### src/design/sfpx_pkg.sv
`timescale 1ns / 1ps

package sfpx_pkg;

    localparam int BYTE_W   = 8;
    localparam int LEN_W    = 5;
    localparam int POS_W    = 4;
    localparam int STATUS_W = 3;
    localparam int PHASE_W  = 3;

    // The payload index is four bits wide, so no frame may carry more than this.
    localparam int POS_SPAN        = 16;
    localparam int DEFAULT_MAX_LEN = 16;

    localparam int QUEUE_DEPTH = 2;

    localparam int CFG_INDEX_W = 1;
    localparam int CFG_DATA_W  = 8;

    localparam logic [CFG_INDEX_W-1:0] CFG_START_MARKER = 1'd0;
    localparam logic [CFG_INDEX_W-1:0] CFG_LENGTH_LIMIT = 1'd1;

    localparam logic [BYTE_W-1:0] START_MARKER_RESET = 8'hAA;
    localparam logic [LEN_W-1:0]  LENGTH_LIMIT_RESET = 5'd16;

    localparam logic [PHASE_W-1:0] PH_HUNT = 3'd0;
    localparam logic [PHASE_W-1:0] PH_CMD  = 3'd1;
    localparam logic [PHASE_W-1:0] PH_LEN  = 3'd2;
    localparam logic [PHASE_W-1:0] PH_DATA = 3'd3;
    localparam logic [PHASE_W-1:0] PH_SUM  = 3'd4;

    localparam logic [STATUS_W-1:0] ST_DISCARD = 3'd0;
    localparam logic [STATUS_W-1:0] ST_HEADER  = 3'd1;
    localparam logic [STATUS_W-1:0] ST_PAYLOAD = 3'd2;
    localparam logic [STATUS_W-1:0] ST_BADLEN  = 3'd3;
    localparam logic [STATUS_W-1:0] ST_BADSUM  = 3'd4;
    localparam logic [STATUS_W-1:0] ST_GOOD    = 3'd5;

    // A received byte together with the checks that do not depend on parser state.
    typedef struct packed {
        logic [BYTE_W-1:0] rx_byte;
        logic              is_start;
        logic              len_ok;
    } t_item;

endpackage

### src/design/sfpx_front.sv
`timescale 1ns / 1ps

module sfpx_front #(
    parameter int MAX_LEN = sfpx_pkg::DEFAULT_MAX_LEN
) (
    input  logic                                i_clk,
    input  logic                                i_rst_n,
    input  logic                                i_cfg_we,
    input  logic [sfpx_pkg::CFG_INDEX_W-1:0]    i_cfg_index,
    input  logic [sfpx_pkg::CFG_DATA_W-1:0]     i_cfg_data,
    input  logic                                i_in_valid,
    output logic                                o_in_stall,
    input  logic [sfpx_pkg::BYTE_W-1:0]         i_rx_byte,
    output logic                                o_q_valid,
    output sfpx_pkg::t_item                     o_q_item,
    input  logic                                i_q_pop
);

    localparam int Depth  = sfpx_pkg::QUEUE_DEPTH;
    localparam int PtrW   = (Depth > 1) ? $clog2(Depth) : 1;
    localparam int CountW = $clog2(Depth + 1);
    localparam int CapInt = (MAX_LEN < sfpx_pkg::POS_SPAN) ? MAX_LEN : sfpx_pkg::POS_SPAN;
    localparam logic [sfpx_pkg::LEN_W-1:0] LimCap = sfpx_pkg::LEN_W'(CapInt);

    logic [sfpx_pkg::BYTE_W-1:0] r_start_marker;
    logic [sfpx_pkg::LEN_W-1:0]  r_length_limit;

    sfpx_pkg::t_item             r_mem [Depth];
    logic [PtrW-1:0]             r_wr_ptr;
    logic [PtrW-1:0]             r_rd_ptr;
    logic [CountW-1:0]           r_count;

    logic [sfpx_pkg::LEN_W-1:0]  w_eff_limit;
    sfpx_pkg::t_item             w_item;
    logic                        w_push;
    logic                        w_pop;

    always_ff @(posedge i_clk) begin
        if (!i_rst_n) begin
            r_start_marker <= sfpx_pkg::START_MARKER_RESET;
            r_length_limit <= sfpx_pkg::LENGTH_LIMIT_RESET;
        end else if (i_cfg_we) begin
            unique case (i_cfg_index)
                sfpx_pkg::CFG_START_MARKER: r_start_marker <= i_cfg_data;
                sfpx_pkg::CFG_LENGTH_LIMIT: r_length_limit <= i_cfg_data[sfpx_pkg::LEN_W-1:0];
                default: ;
            endcase
        end
    end

    // The accepted maximum is the smallest of the register, the build limit and the index span.
    assign w_eff_limit = (r_length_limit < LimCap) ? r_length_limit : LimCap;

    always_comb begin
        w_item.rx_byte  = i_rx_byte;
        w_item.is_start = (i_rx_byte == r_start_marker);
        w_item.len_ok   = (i_rx_byte <=
                           {{(sfpx_pkg::BYTE_W - sfpx_pkg::LEN_W){1'b0}}, w_eff_limit});
    end

    assign o_in_stall = (r_count == CountW'(Depth));
    assign w_push     = i_in_valid && !o_in_stall;
    assign o_q_valid  = (r_count != '0);
    assign w_pop      = i_q_pop && o_q_valid;
    assign o_q_item   = r_mem[r_rd_ptr];

    always_ff @(posedge i_clk) begin
        if (w_push) begin
            r_mem[r_wr_ptr] <= w_item;
        end
    end

    always_ff @(posedge i_clk) begin
        if (!i_rst_n) begin
            r_wr_ptr <= '0;
            r_rd_ptr <= '0;
            r_count  <= '0;
        end else begin
            if (w_push) begin
                r_wr_ptr <= (r_wr_ptr == PtrW'(Depth - 1)) ? '0 : r_wr_ptr + PtrW'(1);
            end
            if (w_pop) begin
                r_rd_ptr <= (r_rd_ptr == PtrW'(Depth - 1)) ? '0 : r_rd_ptr + PtrW'(1);
            end
            if (w_push && !w_pop) begin
                r_count <= r_count + CountW'(1);
            end else if (w_pop && !w_push) begin
                r_count <= r_count - CountW'(1);
            end
        end
    end

endmodule

### src/design/sfpx_back.sv
`timescale 1ns / 1ps

module sfpx_back (
    input  logic                                i_clk,
    input  logic                                i_rst_n,
    input  logic                                i_q_valid,
    input  sfpx_pkg::t_item                     i_q_item,
    output logic                                o_q_pop,
    output logic                                o_out_valid,
    input  logic                                i_out_stall,
    output logic [sfpx_pkg::STATUS_W-1:0]       o_status,
    output logic                                o_frame_ok,
    output logic [sfpx_pkg::BYTE_W-1:0]         o_command,
    output logic [sfpx_pkg::LEN_W-1:0]          o_length,
    output logic [sfpx_pkg::BYTE_W-1:0]         o_payload_data,
    output logic [sfpx_pkg::POS_W-1:0]          o_payload_index
);

    logic [sfpx_pkg::PHASE_W-1:0]  r_phase,   n_phase;
    logic [sfpx_pkg::BYTE_W-1:0]   r_command, n_command;
    logic [sfpx_pkg::LEN_W-1:0]    r_length,  n_length;
    logic [sfpx_pkg::POS_W-1:0]    r_pos,     n_pos;
    logic [sfpx_pkg::BYTE_W-1:0]   r_xor,     n_xor;

    logic                          r_out_valid;
    logic [sfpx_pkg::STATUS_W-1:0] r_status,  n_status;
    logic [sfpx_pkg::BYTE_W-1:0]   r_pdata,   n_pdata;
    logic [sfpx_pkg::POS_W-1:0]    r_pidx,    n_pidx;

    logic [sfpx_pkg::LEN_W-1:0]    w_pos_inc;
    logic [sfpx_pkg::BYTE_W-1:0]   w_byte;

    // A new transaction is taken whenever the output register is empty or is being emptied.
    assign o_q_pop   = i_q_valid && (!r_out_valid || !i_out_stall);
    assign w_byte    = i_q_item.rx_byte;
    assign w_pos_inc = {1'b0, r_pos} + sfpx_pkg::LEN_W'(1);

    always_comb begin
        n_phase   = r_phase;
        n_command = r_command;
        n_length  = r_length;
        n_pos     = r_pos;
        n_xor     = r_xor;
        n_status  = sfpx_pkg::ST_DISCARD;
        n_pdata   = '0;
        n_pidx    = '0;
        unique case (r_phase)
            sfpx_pkg::PH_CMD: begin
                n_command = w_byte;
                n_xor     = r_xor ^ w_byte;
                n_phase   = sfpx_pkg::PH_LEN;
                n_status  = sfpx_pkg::ST_HEADER;
            end
            sfpx_pkg::PH_LEN: begin
                if (i_q_item.len_ok) begin
                    n_length = w_byte[sfpx_pkg::LEN_W-1:0];
                    n_xor    = r_xor ^ w_byte;
                    n_pos    = '0;
                    n_phase  = (w_byte == '0) ? sfpx_pkg::PH_SUM : sfpx_pkg::PH_DATA;
                    n_status = sfpx_pkg::ST_HEADER;
                end else begin
                    n_xor    = '0;
                    n_phase  = sfpx_pkg::PH_HUNT;
                    n_status = sfpx_pkg::ST_BADLEN;
                end
            end
            sfpx_pkg::PH_DATA: begin
                n_xor    = r_xor ^ w_byte;
                n_pdata  = w_byte;
                n_pidx   = r_pos;
                n_status = sfpx_pkg::ST_PAYLOAD;
                if (w_pos_inc >= r_length) begin
                    n_pos   = '0;
                    n_phase = sfpx_pkg::PH_SUM;
                end else begin
                    n_pos   = w_pos_inc[sfpx_pkg::POS_W-1:0];
                end
            end
            sfpx_pkg::PH_SUM: begin
                n_status = (w_byte == r_xor) ? sfpx_pkg::ST_GOOD : sfpx_pkg::ST_BADSUM;
                n_xor    = '0;
                n_phase  = sfpx_pkg::PH_HUNT;
            end
            default: begin
                n_phase = sfpx_pkg::PH_HUNT;
                if (i_q_item.is_start) begin
                    n_xor    = '0;
                    n_pos    = '0;
                    n_phase  = sfpx_pkg::PH_CMD;
                    n_status = sfpx_pkg::ST_HEADER;
                end
            end
        endcase
    end

    always_ff @(posedge i_clk) begin
        if (!i_rst_n) begin
            r_phase     <= sfpx_pkg::PH_HUNT;
            r_command   <= '0;
            r_length    <= '0;
            r_pos       <= '0;
            r_xor       <= '0;
            r_out_valid <= 1'b0;
        end else begin
            if (o_q_pop) begin
                r_phase   <= n_phase;
                r_command <= n_command;
                r_length  <= n_length;
                r_pos     <= n_pos;
                r_xor     <= n_xor;
            end
            if (o_q_pop) begin
                r_out_valid <= 1'b1;
            end else if (!i_out_stall) begin
                r_out_valid <= 1'b0;
            end
        end
    end

    always_ff @(posedge i_clk) begin
        if (o_q_pop) begin
            r_status <= n_status;
            r_pdata  <= n_pdata;
            r_pidx   <= n_pidx;
        end
    end

    // Command and length in the result are the held values after the byte, so they
    // follow the state registers that were loaded together with the result.
    assign o_out_valid     = r_out_valid;
    assign o_status        = r_status;
    assign o_frame_ok      = (r_status == sfpx_pkg::ST_GOOD);
    assign o_command       = r_command;
    assign o_length        = r_length;
    assign o_payload_data  = r_pdata;
    assign o_payload_index = r_pidx;

endmodule

### src/design/serial_frame_parser_xor.sv
`timescale 1ns / 1ps

// Channel     Direction  Handshake                    Payload
// config      in         i_cfg_we                     i_cfg_index, i_cfg_data
// byte in     in         i_in_valid / o_in_stall      i_rx_byte
// result out  out        o_out_valid / i_out_stall    o_status, o_frame_ok, o_command,
//                                                     o_length, o_payload_data, o_payload_index
//
// One byte is accepted every cycle and one result leaves every cycle while the output
// is not stalled; each byte is held in the front queue, then its result in the output register.
// The parser state in the back part is updated once per byte, which sets that rate.
// Reset is synchronous and active low; it empties the queue and returns the parser to hunting.
// A stalled output holds its result; the two-entry queue then fills and stalls the input.

module serial_frame_parser_xor #(
    parameter int MAX_LEN = sfpx_pkg::DEFAULT_MAX_LEN
) (
    input  logic                                i_clk,
    input  logic                                i_rst_n,
    input  logic                                i_cfg_we,
    input  logic [sfpx_pkg::CFG_INDEX_W-1:0]    i_cfg_index,
    input  logic [sfpx_pkg::CFG_DATA_W-1:0]     i_cfg_data,
    input  logic                                i_in_valid,
    output logic                                o_in_stall,
    input  logic [sfpx_pkg::BYTE_W-1:0]         i_rx_byte,
    output logic                                o_out_valid,
    input  logic                                i_out_stall,
    output logic [sfpx_pkg::STATUS_W-1:0]       o_status,
    output logic                                o_frame_ok,
    output logic [sfpx_pkg::BYTE_W-1:0]         o_command,
    output logic [sfpx_pkg::LEN_W-1:0]          o_length,
    output logic [sfpx_pkg::BYTE_W-1:0]         o_payload_data,
    output logic [sfpx_pkg::POS_W-1:0]          o_payload_index
);

    logic            w_q_valid;
    sfpx_pkg::t_item w_q_item;
    logic            w_q_pop;

    sfpx_front #(
        .MAX_LEN (MAX_LEN)
    ) u_front (
        .i_clk       (i_clk),
        .i_rst_n     (i_rst_n),
        .i_cfg_we    (i_cfg_we),
        .i_cfg_index (i_cfg_index),
        .i_cfg_data  (i_cfg_data),
        .i_in_valid  (i_in_valid),
        .o_in_stall  (o_in_stall),
        .i_rx_byte   (i_rx_byte),
        .o_q_valid   (w_q_valid),
        .o_q_item    (w_q_item),
        .i_q_pop     (w_q_pop)
    );

    sfpx_back u_back (
        .i_clk           (i_clk),
        .i_rst_n         (i_rst_n),
        .i_q_valid       (w_q_valid),
        .i_q_item        (w_q_item),
        .o_q_pop         (w_q_pop),
        .o_out_valid     (o_out_valid),
        .i_out_stall     (i_out_stall),
        .o_status        (o_status),
        .o_frame_ok      (o_frame_ok),
        .o_command       (o_command),
        .o_length        (o_length),
        .o_payload_data  (o_payload_data),
        .o_payload_index (o_payload_index)
    );

endmodule
### config.mk
export PLATFORM = sky130hd
export DESIGN_NAME = serial_frame_parser_xor
export DESIGN_NICKNAME = d
export VERILOG_FILES = /design/src/design/sfpx_pkg.sv /design/src/design/sfpx_front.sv /design/src/design/sfpx_back.sv /design/src/design/serial_frame_parser_xor.sv
export SDC_FILE = /design/constraint.sdc
export NUM_CORES = 1
export LEC_CHECK = 0
export ABC_AREA = 1
export BUFFER_PORTS_ARGS = -buffer_cell sky130_fd_sc_hd__buf_2
export CORE_MARGIN = 2
export CORE_UTILIZATION = 51
export DETAILED_ROUTE_END_ITERATION = 8
export MAX_ROUTING_LAYER = met4
export PLACE_DENSITY = 0.87
export SLEW_MARGIN = 10
export SYNTH_ARGS = -nofsm -noshare
export SYNTH_HDL_FRONTEND = slang
export SYNTH_SLANG_ARGS = --single-unit
### constraint.sdc
create_clock -name i_clk -period 1.75 [get_ports i_clk]
set_input_delay 0.35 -clock i_clk [delete_from_list [all_inputs] [get_ports i_clk]]
set_output_delay 0.35 -clock i_clk [all_outputs]
set_load 0.01 [all_outputs]
# Yosys cells after proc, flatten, opt, wreduce, memory -nomap -nowiden
# Memories as Yosys holds them, arrays and structs flattened. A register that Yosys moved wholly into a read port is not among the register bits.
# Index checks and enable logic that the tools add are counted.
dict set report classes {
  n_mux 26
  eq_ne 11
  n_lt_le_gt_ge 3
  n_addsub 5
  n_bitwise 3
  reduce_logical 25
}
# cell n
set op_table {}
lappend op_table {{$pmux 3 s4} 2}
lappend op_table {{$pmux 8 s3} 1}
lappend op_table {{$eq 8x8->1} 2}
lappend op_table {{$mux 8} 2}
lappend op_table {{$mux 4} 3}
lappend op_table {{$pmux 4 s3} 1}
lappend op_table {{$mux 1} 10}
lappend op_table {{$reduce_and 2->1} 5}
lappend op_table {{$mux 3} 3}
lappend op_table {{$le 8x5->1} 1}
lappend op_table {{$logic_not 8->1} 1}
lappend op_table {{$xor 8x8->8} 1}
lappend op_table {{$eq 3x2->1 const B} 2}
lappend op_table {{$eq 3x3->1 const B} 2}
lappend op_table {{$mux 2} 3}
lappend op_table {{$ne 2x1->1 const B} 3}
lappend op_table {{$add 4x1->5 const B} 1}
lappend op_table {{$ge 5x5->1} 1}
lappend op_table {{$logic_and 1x1->1} 5}
lappend op_table {{$logic_not 1->1} 5}
lappend op_table {{$lt 5x5->1 const B} 1}
lappend op_table {{$mux 5} 1}
lappend op_table {{$reduce_and 4->1} 1}
lappend op_table {{$reduce_bool 2->1} 2}
lappend op_table {{11 further kinds} 14}
dict set report word_totals {
  register_bits 61
  mem_bits_rw 20
  out_inout_bits 31
  elab_cells 88
  memories 1
  input_bits 22
}
# name words width read_ports rd_ports_with_merged_regs write_ports line_no
set memory_table {}
lappend memory_table {u_front.r_mem 2 10 1 1 1 sfpx_front.sv:28} ;# sfpx_pkg::t_item r_mem [Depth];

# Logic depth before layout (Yosys ltp)
# Gate-level depths: netlist of the first run.
dict set report logic_depth {
  word_depth 7
  ltp_mapped 12
  depth_no_buf 12
}

# Hierarchy
# Synthesis of the first run repeated with hierarchy kept, for this count alone.
dict set report hier_totals {
  hier_cells 430
  area_unflattened_um2 3791.1
}
# module n_inst seq_area_each_um2 area_per_inst_um2 cells_each
set modules_own_cells {}
lappend modules_own_cells {sfpx_back 1 1031.0 2124.5 266}
lappend modules_own_cells {sfpx_front 1 960.9 1666.6 164}

# Least setup slack after synthesis of the first run
# No wires, ideal clock.
dict set report synth_path {
  path_kind {register to register}
  start {reg u_back.r_pos[0] in the netlist's numbering}
  end {reg u_back.r_phase[0] in the netlist's numbering}
  path_slack_ns 0.045
  period_less_slack_ns 1.705
  t_arrival_ns 1.573
  required_time_ns 1.618
  setup_ns 0.132
  path_buffers 0
  stages_incl_launch_ff 12
  cell_sequence {dfxtp_1 ha_1 xor2_1 ha_1 nand2_1 inv_1 o21ai_0 nand3_1 nand2_1 inv_2 nand2_1 a21oi_1}
}
dict set report synth_via {
  elab_chain_len 4
}
# item line_no
set synth_lines {}
lappend synth_lines {{from (decl)} sfpx_back.sv:22} ;# logic [sfpx_pkg::POS_W-1:0] r_pos, n_pos;
lappend synth_lines {{from (signal assigned)} sfpx_back.sv:109} ;# r_pos <= n_pos;
lappend synth_lines {{$add 4x1->5} sfpx_back.sv:36} ;# assign w_pos_inc = {1'b0, r_pos} + sfpx_pkg::LEN_W'(1);
lappend synth_lines {{$ge 5x5->1} sfpx_back.sv:72} ;# if (w_pos_inc >= r_length) begin
lappend synth_lines {{$ne 2x1->1 (no source line)} -}
lappend synth_lines {{$reduce_and 2->1 (no source line)} -}
lappend synth_lines {{to (signal assigned)} sfpx_back.sv:98} ;# r_phase <= sfpx_pkg::PH_HUNT;
lappend synth_lines {{to (signal assigned)} sfpx_back.sv:106} ;# r_phase <= n_phase;
lappend synth_lines {{to (decl)} sfpx_back.sv:19} ;# logic [sfpx_pkg::PHASE_W-1:0] r_phase, n_phase;
# No other way between the ends.
# A chain may end at the register's enable or synchronous reset.

# Worst setup path in the final report of the first run
dict set report layout_path {
  start {reg u_back.r_pos[0] in the netlist's numbering}
  end {reg u_back.r_pos[3] in the netlist's numbering}
}
dict set report layout_via {
  elab_chain_len 4
}
# item line_no
set layout_lines {}
lappend layout_lines {{$add 4x1->5 (*)} sfpx_back.sv:36}
lappend layout_lines {{$ge 5x5->1} sfpx_back.sv:72}
lappend layout_lines {{$mux 4 (*)} sfpx_back.sv:72}
lappend layout_lines {{$pmux 4 s3 (*)} sfpx_back.sv:47} ;# unique case (r_phase)
# Every way passes the cells marked *; elsewhere a longest branch is shown, timed or not.

==> flow_summary_export.csv, run 1 <==
group,metric,value,unit
synth,yosys.area_share.simple,21.6,%
synth,netlist_area,0.00378,mm²
sta,holdWs,0.219,ns
power_and_ir_drop,p_seq_share,41.9,%
clock_tree,clk_latency,0.35,ns
clock_tree,clkTransAtPathRegs,0.09,ns
layout,insertedDiodeCount,0,
floorplanning,die_area,0.00812,mm²
setup_path,end_kind,"flip-flop",
sta,post-route-min-period,1.85,ns
sta,rsz0062_at_grt,"true",
floorplanning,start_util,52.4,%
clock_tree,cts-buffers-inserted,9,
min_path,hold_class,"input pin to flip-flop",
detailed_routing,vias_per_cell,5.10,
floorplanning,io_pins,53,
sta,skew,0.0139,ns
sta,finalSetupViolCount,7,
floorplanning,fp-row-count,31,
detailed_routing,wl,8500,µm
run_status,violations,"setup timing",
synth,synth_cells,439,
clock_tree,root_buffer,"clkbuf_8",
place,placed_cell_area,0.00422,mm²
synth,seq_area_frac_synth,52.6,%
setup_path,criticalPathCategory,"flip-flop to flip-flop",
layout,final_common_cell,"nand2_1",
synth,ys_warn_count,0,
clock_tree,hold_buffers,0,
grt,overflow,0,
layout,area_growth,20.5,%
clock_tree,cts.sinks,82,
power_and_ir_drop,p_leak,2.02,nW
layout,mostFrequentLayoutCells,"nand2_1 (88), inv_1 (55), buf_2 (52), nor2_1 (46), dfxtp_1 (44)",
detailed_routing,vias,3119,
setup_path,rr_worst_depth,10,
sta,tightest_slew,0.362,ns
sta,slew_headroom,75.6,%
layout,drive_above_1_share,25.2,%
floorplanning,dieHeight,90.1,µm
setup_path,worstPathMaxFanout,4,
grt,grt_max_degree,27,
clock_tree,cts_tree,"built",
grt,antenna_found_initial,0,
min_path,whs_path_depth,3,
setup_path,cp.arrival,2.14,ns
place,port_buffers,52,
detailed_routing,postRouteAntennaNets,0,
run_status,status,"finished, violations left",
synth,synth_seq_cells,82,
power_and_ir_drop,p_switching,2.25,mW
setup_path,critPathLaunchType,"flip-flop",
sta,period_share,106,%
setup_path,worstPathRequired,2.04,ns
detailed_routing,drt_first_pass_iters,9,
place,place_hpwl,5860,µm
synth,synth_compound_area_share,10.2,%
layout,fin_area,0.00456,mm²
power_and_ir_drop,power.share.combinational,34.7,%
synth,synth-xor-area-share,3.70,%
synth,synth.distinct_cells,34,
clock_tree,htree_levels,3,
power_and_ir_drop,power_density,1330,mW/mm²
detailed_routing,drc,0,
clock_tree,clockBufferDepth,2,
power_and_ir_drop,peakVddDrop,0.759,mV
synth,syn-num-nets,473,
grt,grt_usage,20.9,%
place,place_congestion,0.895,
power_and_ir_drop,p_int,3.83,mW
grt,grt_pass1_wl,13200,µm
floorplanning,die_w,90.1,µm
sta,hold_viol,0,
power_and_ir_drop,clkPwrFrac,23.5,%
detailed_routing,wl_per_cell,13.9,µm
floorplanning,core_area,0.00721,mm²
synth,synth_fa_ha_area_share,3.97,%
layout,fill_cells,586,
detailed_routing,first_iter_violations,207,
grt,grt_pass1_vias,2998,
synth,muxShareOfSynthArea,0,%
sta,fmax,540,MHz
synth,avgSynthCellArea,8.62,µm²
sta,finalWorstSetupSlack,-0.100,ns
sta,slew_viol_final,0,
power_and_ir_drop,swShare,37.0,%
layout,finish.net_count,541,
job,drv_cap,0,
synth,synth_top_family_by_area,"simple AND/OR/NAND/NOR gates",
per-stage QoR:
step | std cells | total power [mW] | TNS [ns] | setup slack, ns | utilization (%)
2_1_floorplan | 439 | 3.92 | 0 | 0.0448 | -
3_3_place_gp | 593 | 4.49 | 0 | 0.0484 | 58.5
3_5_place_dp | 593 | 4.59 | -0.0210 | -0.0106 | 58.5
4_1_cts | 609 | 6.00 | -0.0160 | -0.00819 | 61.4
5_1_grt | 611 | 6.39 | -1.06 | -0.189 | 63.2
6_report | 611 | 6.08 | -0.491 | -0.100 | 63.2
sequential cells by signal, summed over array words and instances (netlist names), named ones only:
register,cells
u_back.o_payload_index,4
u_front.r_length_limit,5
u_back.o_status,3
u_front.r_count,2
u_front.r_start_marker,8
u_back.r_xor,8
u_front.r_mem,20
u_back.o_out_valid,1
u_back.o_length,5
u_back.r_phase,3
u_front.r_rd_ptr,1
u_front.r_wr_ptr,1
u_back.o_command,8
u_back.r_pos,4
u_back.o_payload_data,8
power groups by stage:
stage               clock, mW  combinational (mW)  sequential, mW
global route             1.49                2.32            2.58
CTS                      1.43                2.02            2.55
detailed placement          0                2.00            2.59
finish                   1.43                2.11            2.55
global placement            0                1.92            2.57
floorplan                   0                1.25            2.67
per-layer routing:
metal | wire length (µm) | share of wire [%] | GRT usage (%) | vias to the layer above
met5 | 0 | 0 | - | -
met4 | 146 | 1.7 | 5.90 | 0
met3 | 425 | 5.0 | 4.36 | 15
met2 | 4440 | 52 | 39.0 | 104
met1 | 3490 | 41 | 22.4 | 1450
li1 | - | - | - | 1550
what timing repair did:
action	CTS	global route
resized for setup	2	34
cloned	0	0
endpoints found under the setup margin	5	10
pin swaps	1	11
buffers inserted	0	2
worst paths after layout:
check,startpoint,end,slack [ns]
worst max-delay path,u_back.r_pos[0],u_back.r_pos[3],-0.10
worst min-delay path,i_cfg_data[7],u_front.r_start_marker[7],0.22
worst max register to register,u_back.r_pos[0],u_back.r_pos[3],-0.10
worst min register to register,u_back.o_command[0],u_back.o_command[0],0.45
logic make-up after synthesis:
logic type               Yosys count
adder cells (fa/ha/maj)           12
XOR/XNOR                          16
AND/OR/NAND/NOR                  185
AO/OA/AOI/OAI                     69
buffers and inverters             75
flip-flops                        82
cell usage after synthesis:
cell	count	share of area (%)
a21oi_1	36	4.8
a21o_1	1	0.20
o22ai_1	1	0.17
inv_2	8	0.79
nor4_1	1	0.17
xnor2_1	7	1.6
a21boi_2	1	0.30
nand2_2	3	0.50
a21boi_0	1	0.20
nand3_2	2	0.53
dfxtp_1	47	25
edfxtp_1	35	28
ha_1	12	4.0
o211ai_1	1	0.20
nor2_1	48	4.8
nand3_4	1	0.46
nor2_2	1	0.17
inv_1	58	5.8
nand2_1	92	9.1
o21ai_1	7	0.93
o21ai_2	1	0.23
inv_4	1	0.17
nand4_1	3	0.50
o21ai_0	18	2.4
xor2_1	9	2.1
nand3_1	24	3.2
nand2_4	1	0.30
buf_6	2	0.60
nor2_4	3	0.89
nor3b_1	1	0.20
nor3_1	1	0.13
or2_1	4	0.66
o21ai_4	2	0.86
clkbuf_1	6	0.60
critical path, stage by stage, from the launching register on:
cell and delay, ns:
dfxtp_2 0.37, ha_4 0.16, xor2_2 0.19, ha_1 0.27, nand2_1 0.08, inv_1 0.06
o21ai_2 0.14, nand3_2 0.14, inv_2 0.12, nand3_1 0.11, a21oi_2 0.14
final cells by class:
cell class,count,area [µm²],area share (%)
clock buffers,13,159,3.48
clock inverters,3,47.5,1.04
inverters,67,256,5.62
multi-input cells,282,1600,35.1
flip-flops and latches,82,2000,43.8
well taps,99,124,2.72
repair buffers,65,378,8.29
No activity file was read; power rests on OpenSTA's default activity.
==> run 2: changes to the inputs <==
Settings changed: PLACE_DENSITY 0.87 to 0.75, SYNTH_HIERARCHICAL from default to 1.
==> flow_summary_export.csv, run 2 <==
group,metric,value,unit
run_status,status,"finished, violations left",
run_status,violations,"setup timing",
power_and_ir_drop,p_switching,2.61,mW
detailed_routing,drt_first_pass_iters,4,
synth,synth_cells,430,
clock_tree,cts.sinks,82,
synth,synth_edf_count,35,
synth,yosysTopAreaCellShare,27.7,%
layout,insertedDiodeCount,0,
clock_tree,clkTransAtPathRegs,0.08,ns
synth,synth_area_leader_cell,"edfxtp_1",
power_and_ir_drop,p_seq_share,39.7,%
synth,synth_area_leaders,"edfxtp_1 (28%), dfxtp_1 (25%), nand2_1 (8.0%)",
layout,fin_cells,611,
layout,fin_area,0.00460,mm²
synth,seq_area_frac_synth,52.5,%
sta,tightest_slew,0.387,ns
grt,overflow,0,
floorplanning,die_area,0.00814,mm²
clock_tree,clockBufferDepth,2,
synth,yosys-top-cells-count,"nand2_1 (81), nor2_1 (77), inv_1 (50)",
layout,seq_area,0.00200,mm²
setup_path,cp.arrival,2.08,ns
power_and_ir_drop,peakVddDrop,0.704,mV
sta,holdWs,0.209,ns
sta,post-route-min-period,1.79,ns
sta,finalSetupViolCount,6,
power_and_ir_drop,p_int,4.22,mW
power_and_ir_drop,finalPower,6.84,mW
detailed_routing,wl_per_cell,12.9,µm
clock_tree,clk_latency,0.35,ns
min_path,hold_class,"input pin to flip-flop",
synth,netlist_area,0.00379,mm²
detailed_routing,wl,7910,µm
place,dp_cells,591,
clock_tree,hold_buffers,0,
layout,regMostFlops,"u_front/r_mem",
sta,skew,0.00749,ns
clock_tree,htree_levels,3,
floorplanning,fp-row-count,31,
layout,fill_cells,626,
sta,rsz0062_at_grt,"true",
grt,grt_pass1_vias,2983,
grt,antenna_found_initial,0,
sta,slew_viol_final,0,
setup_path,rr_worst_depth,10,
floorplanning,core_area,0.00721,mm²
layout,drive_above_1_share,26.8,%
floorplanning,dieHeight,90.2,µm
synth,post-synth-top-count-cell,"nand2_1",
grt,grt_pass1_wl,13200,µm
sta,finalWorstSetupSlack,-0.0448,ns
grt,grt_max_degree,23,
layout,area_growth,21.4,%
setup_path,criticalPathCategory,"flip-flop to flip-flop",
place,port_buffers,52,
clock_tree,cts-buffers-inserted,9,
detailed_routing,vias,3061,
layout,multiInputGateArea,0.00164,mm²
clock_tree,cts_tree,"built",
detailed_routing,first_iter_violations,162,
place,placed_cell_area,0.00428,mm²
floorplanning,start_util,52.5,%
detailed_routing,vias_per_cell,5.01,
power_and_ir_drop,swShare,38.2,%
synth,ys_warn_count,6,
place,place_hpwl,5750,µm
synth,synth.distinct_cells,33,
detailed_routing,drc,0,
power_and_ir_drop,clkPwrFrac,19.8,%
place,place_congestion,0.918,
layout,mostFrequentLayoutCells,"nand2_1 (78), nor2_1 (75), buf_2 (52), inv_1 (48), dfxtp_1 (43)",
layout,largest_reg_flops,20,
layout,finish.net_count,541,
setup_path,end_kind,"flip-flop",
sta,slew_headroom,73.9,%
synth,synth_seq_cells,82,
setup_path,worstPathMaxFanout,4,
min_path,whs_path_depth,3,
detailed_routing,postRouteAntennaNets,0,
synth,async_reset_ff_share,0,%
grt,grt_usage,20.9,%
setup_path,critPathLaunchType,"flip-flop",
sta,hold_viol,0,
job,drv_cap,0,
layout,utilization,63.8,%
setup_path,worstPathRequired,2.03,ns
synth,avgSynthCellArea,8.82,µm²
sta,fmax,557,MHz
floorplanning,io_pins,53,
power_and_ir_drop,power.share.combinational,40.6,%
power_and_ir_drop,p_leak,2.05,nW
synth,syn-num-nets,464,
place,post-place-ws,-0.0850,ns
synth,synth_ff_type,"dfxtp_1",
layout,final_common_cell,"nand2_1",
sta,period_share,103,%
power_and_ir_drop,power_density,1490,mW/mm²
floorplanning,die_w,90.2,µm
clock_tree,root_buffer,"clkbuf_8",
sta,setup-tns-final,-0.125,ns
[run 2: cell types whose count changed in the layout (fill, tap and decap cells not counted), moves of 3 or more]
| cell | change |
|---|---|
| a21oi_1 | -9 |
| nand2_4 | -3 |
| mux2_2 | +10 |
| nor2_1 | +29 |
| buf_4 | +10 |
| inv_2 | -5 |
| nand2_1 | -10 |
| dfxtp_4 | +3 |
| inv_1 | -7 |
| nand3_1 | -11 |
| or2_1 | -3 |
[run 2: final timing paths]
path                                  start                   endpoint  slack (ns)
setup / recovery            u_back/r_pos[1]            u_back/r_pos[2]       -0.04
hold / removal                i_cfg_data[7]  u_front/r_start_marker[7]        0.21
setup reg to reg            u_back/r_pos[1]            u_back/r_pos[2]       -0.04
hold reg to reg   u_front/r_length_limit[0]  u_front/r_length_limit[0]        0.46
[run 2: cell type report]
type	count	share of cell area (%)
clock buffers	10	2.77
clock inverters	6	1.47
inverters	54	4.46
multi-input cells	287	35.7
flip-flops and latches	82	43.6
well taps	99	2.69
repair buffers	73	9.36
[run 2: repair_timing]
item                       4_1_cts  5_1_grt
pin swaps                        8       11
buffers inserted                 0        4
gates cloned                     0        0
gates resized for setup         13       15
setup endpoints to repair        7        8
[run 2: cells by family after synthesis]
kind of cell / after synthesis / synth area share (%)
compound gates: 56 / 8.35
xor+xnor: 18 / 4.16
fa+ha+maj: 12 / 3.96
buf+inv: 61 / 6.47
flops: 82 / 52.5
mux: 10 / 2.97
simple gates: 191 / 21.6
[run 2: critical path: stages (launching register included)]
cell and delay [ns]:
dfxtp_4 0.38, nand3_1 0.13, xor2_2 0.19, ha_1 0.28, nand2_1 0.07, inv_2 0.04
nand2_1 0.07, nand2_2 0.10, nor2_4 0.22, nand3_2 0.10, a21oi_2 0.14
[run 2: routing by layer]
metal  vias to the layer above  part of all wire, %  global-route usage (%)
li1                       1535                    -                       -
met1                      1413                   42                    23.8
met2                        87                   50                    34.8
met3                        26                  4.5                    3.35
met4                         0                  3.6                    12.3
met5                         -                    0                       -
[run 2: power groups by stage]
stage / logic (mW) / registers (mW) / clock network [mW]
finish: 2.77 / 2.71 / 1.35
global route: 3.05 / 2.77 / 1.46
CTS: 2.71 / 2.71 / 1.38
detailed placement: 2.66 / 2.76 / 0
global placement: 2.58 / 2.75 / 0
floorplan: 1.71 / 2.86 / 0
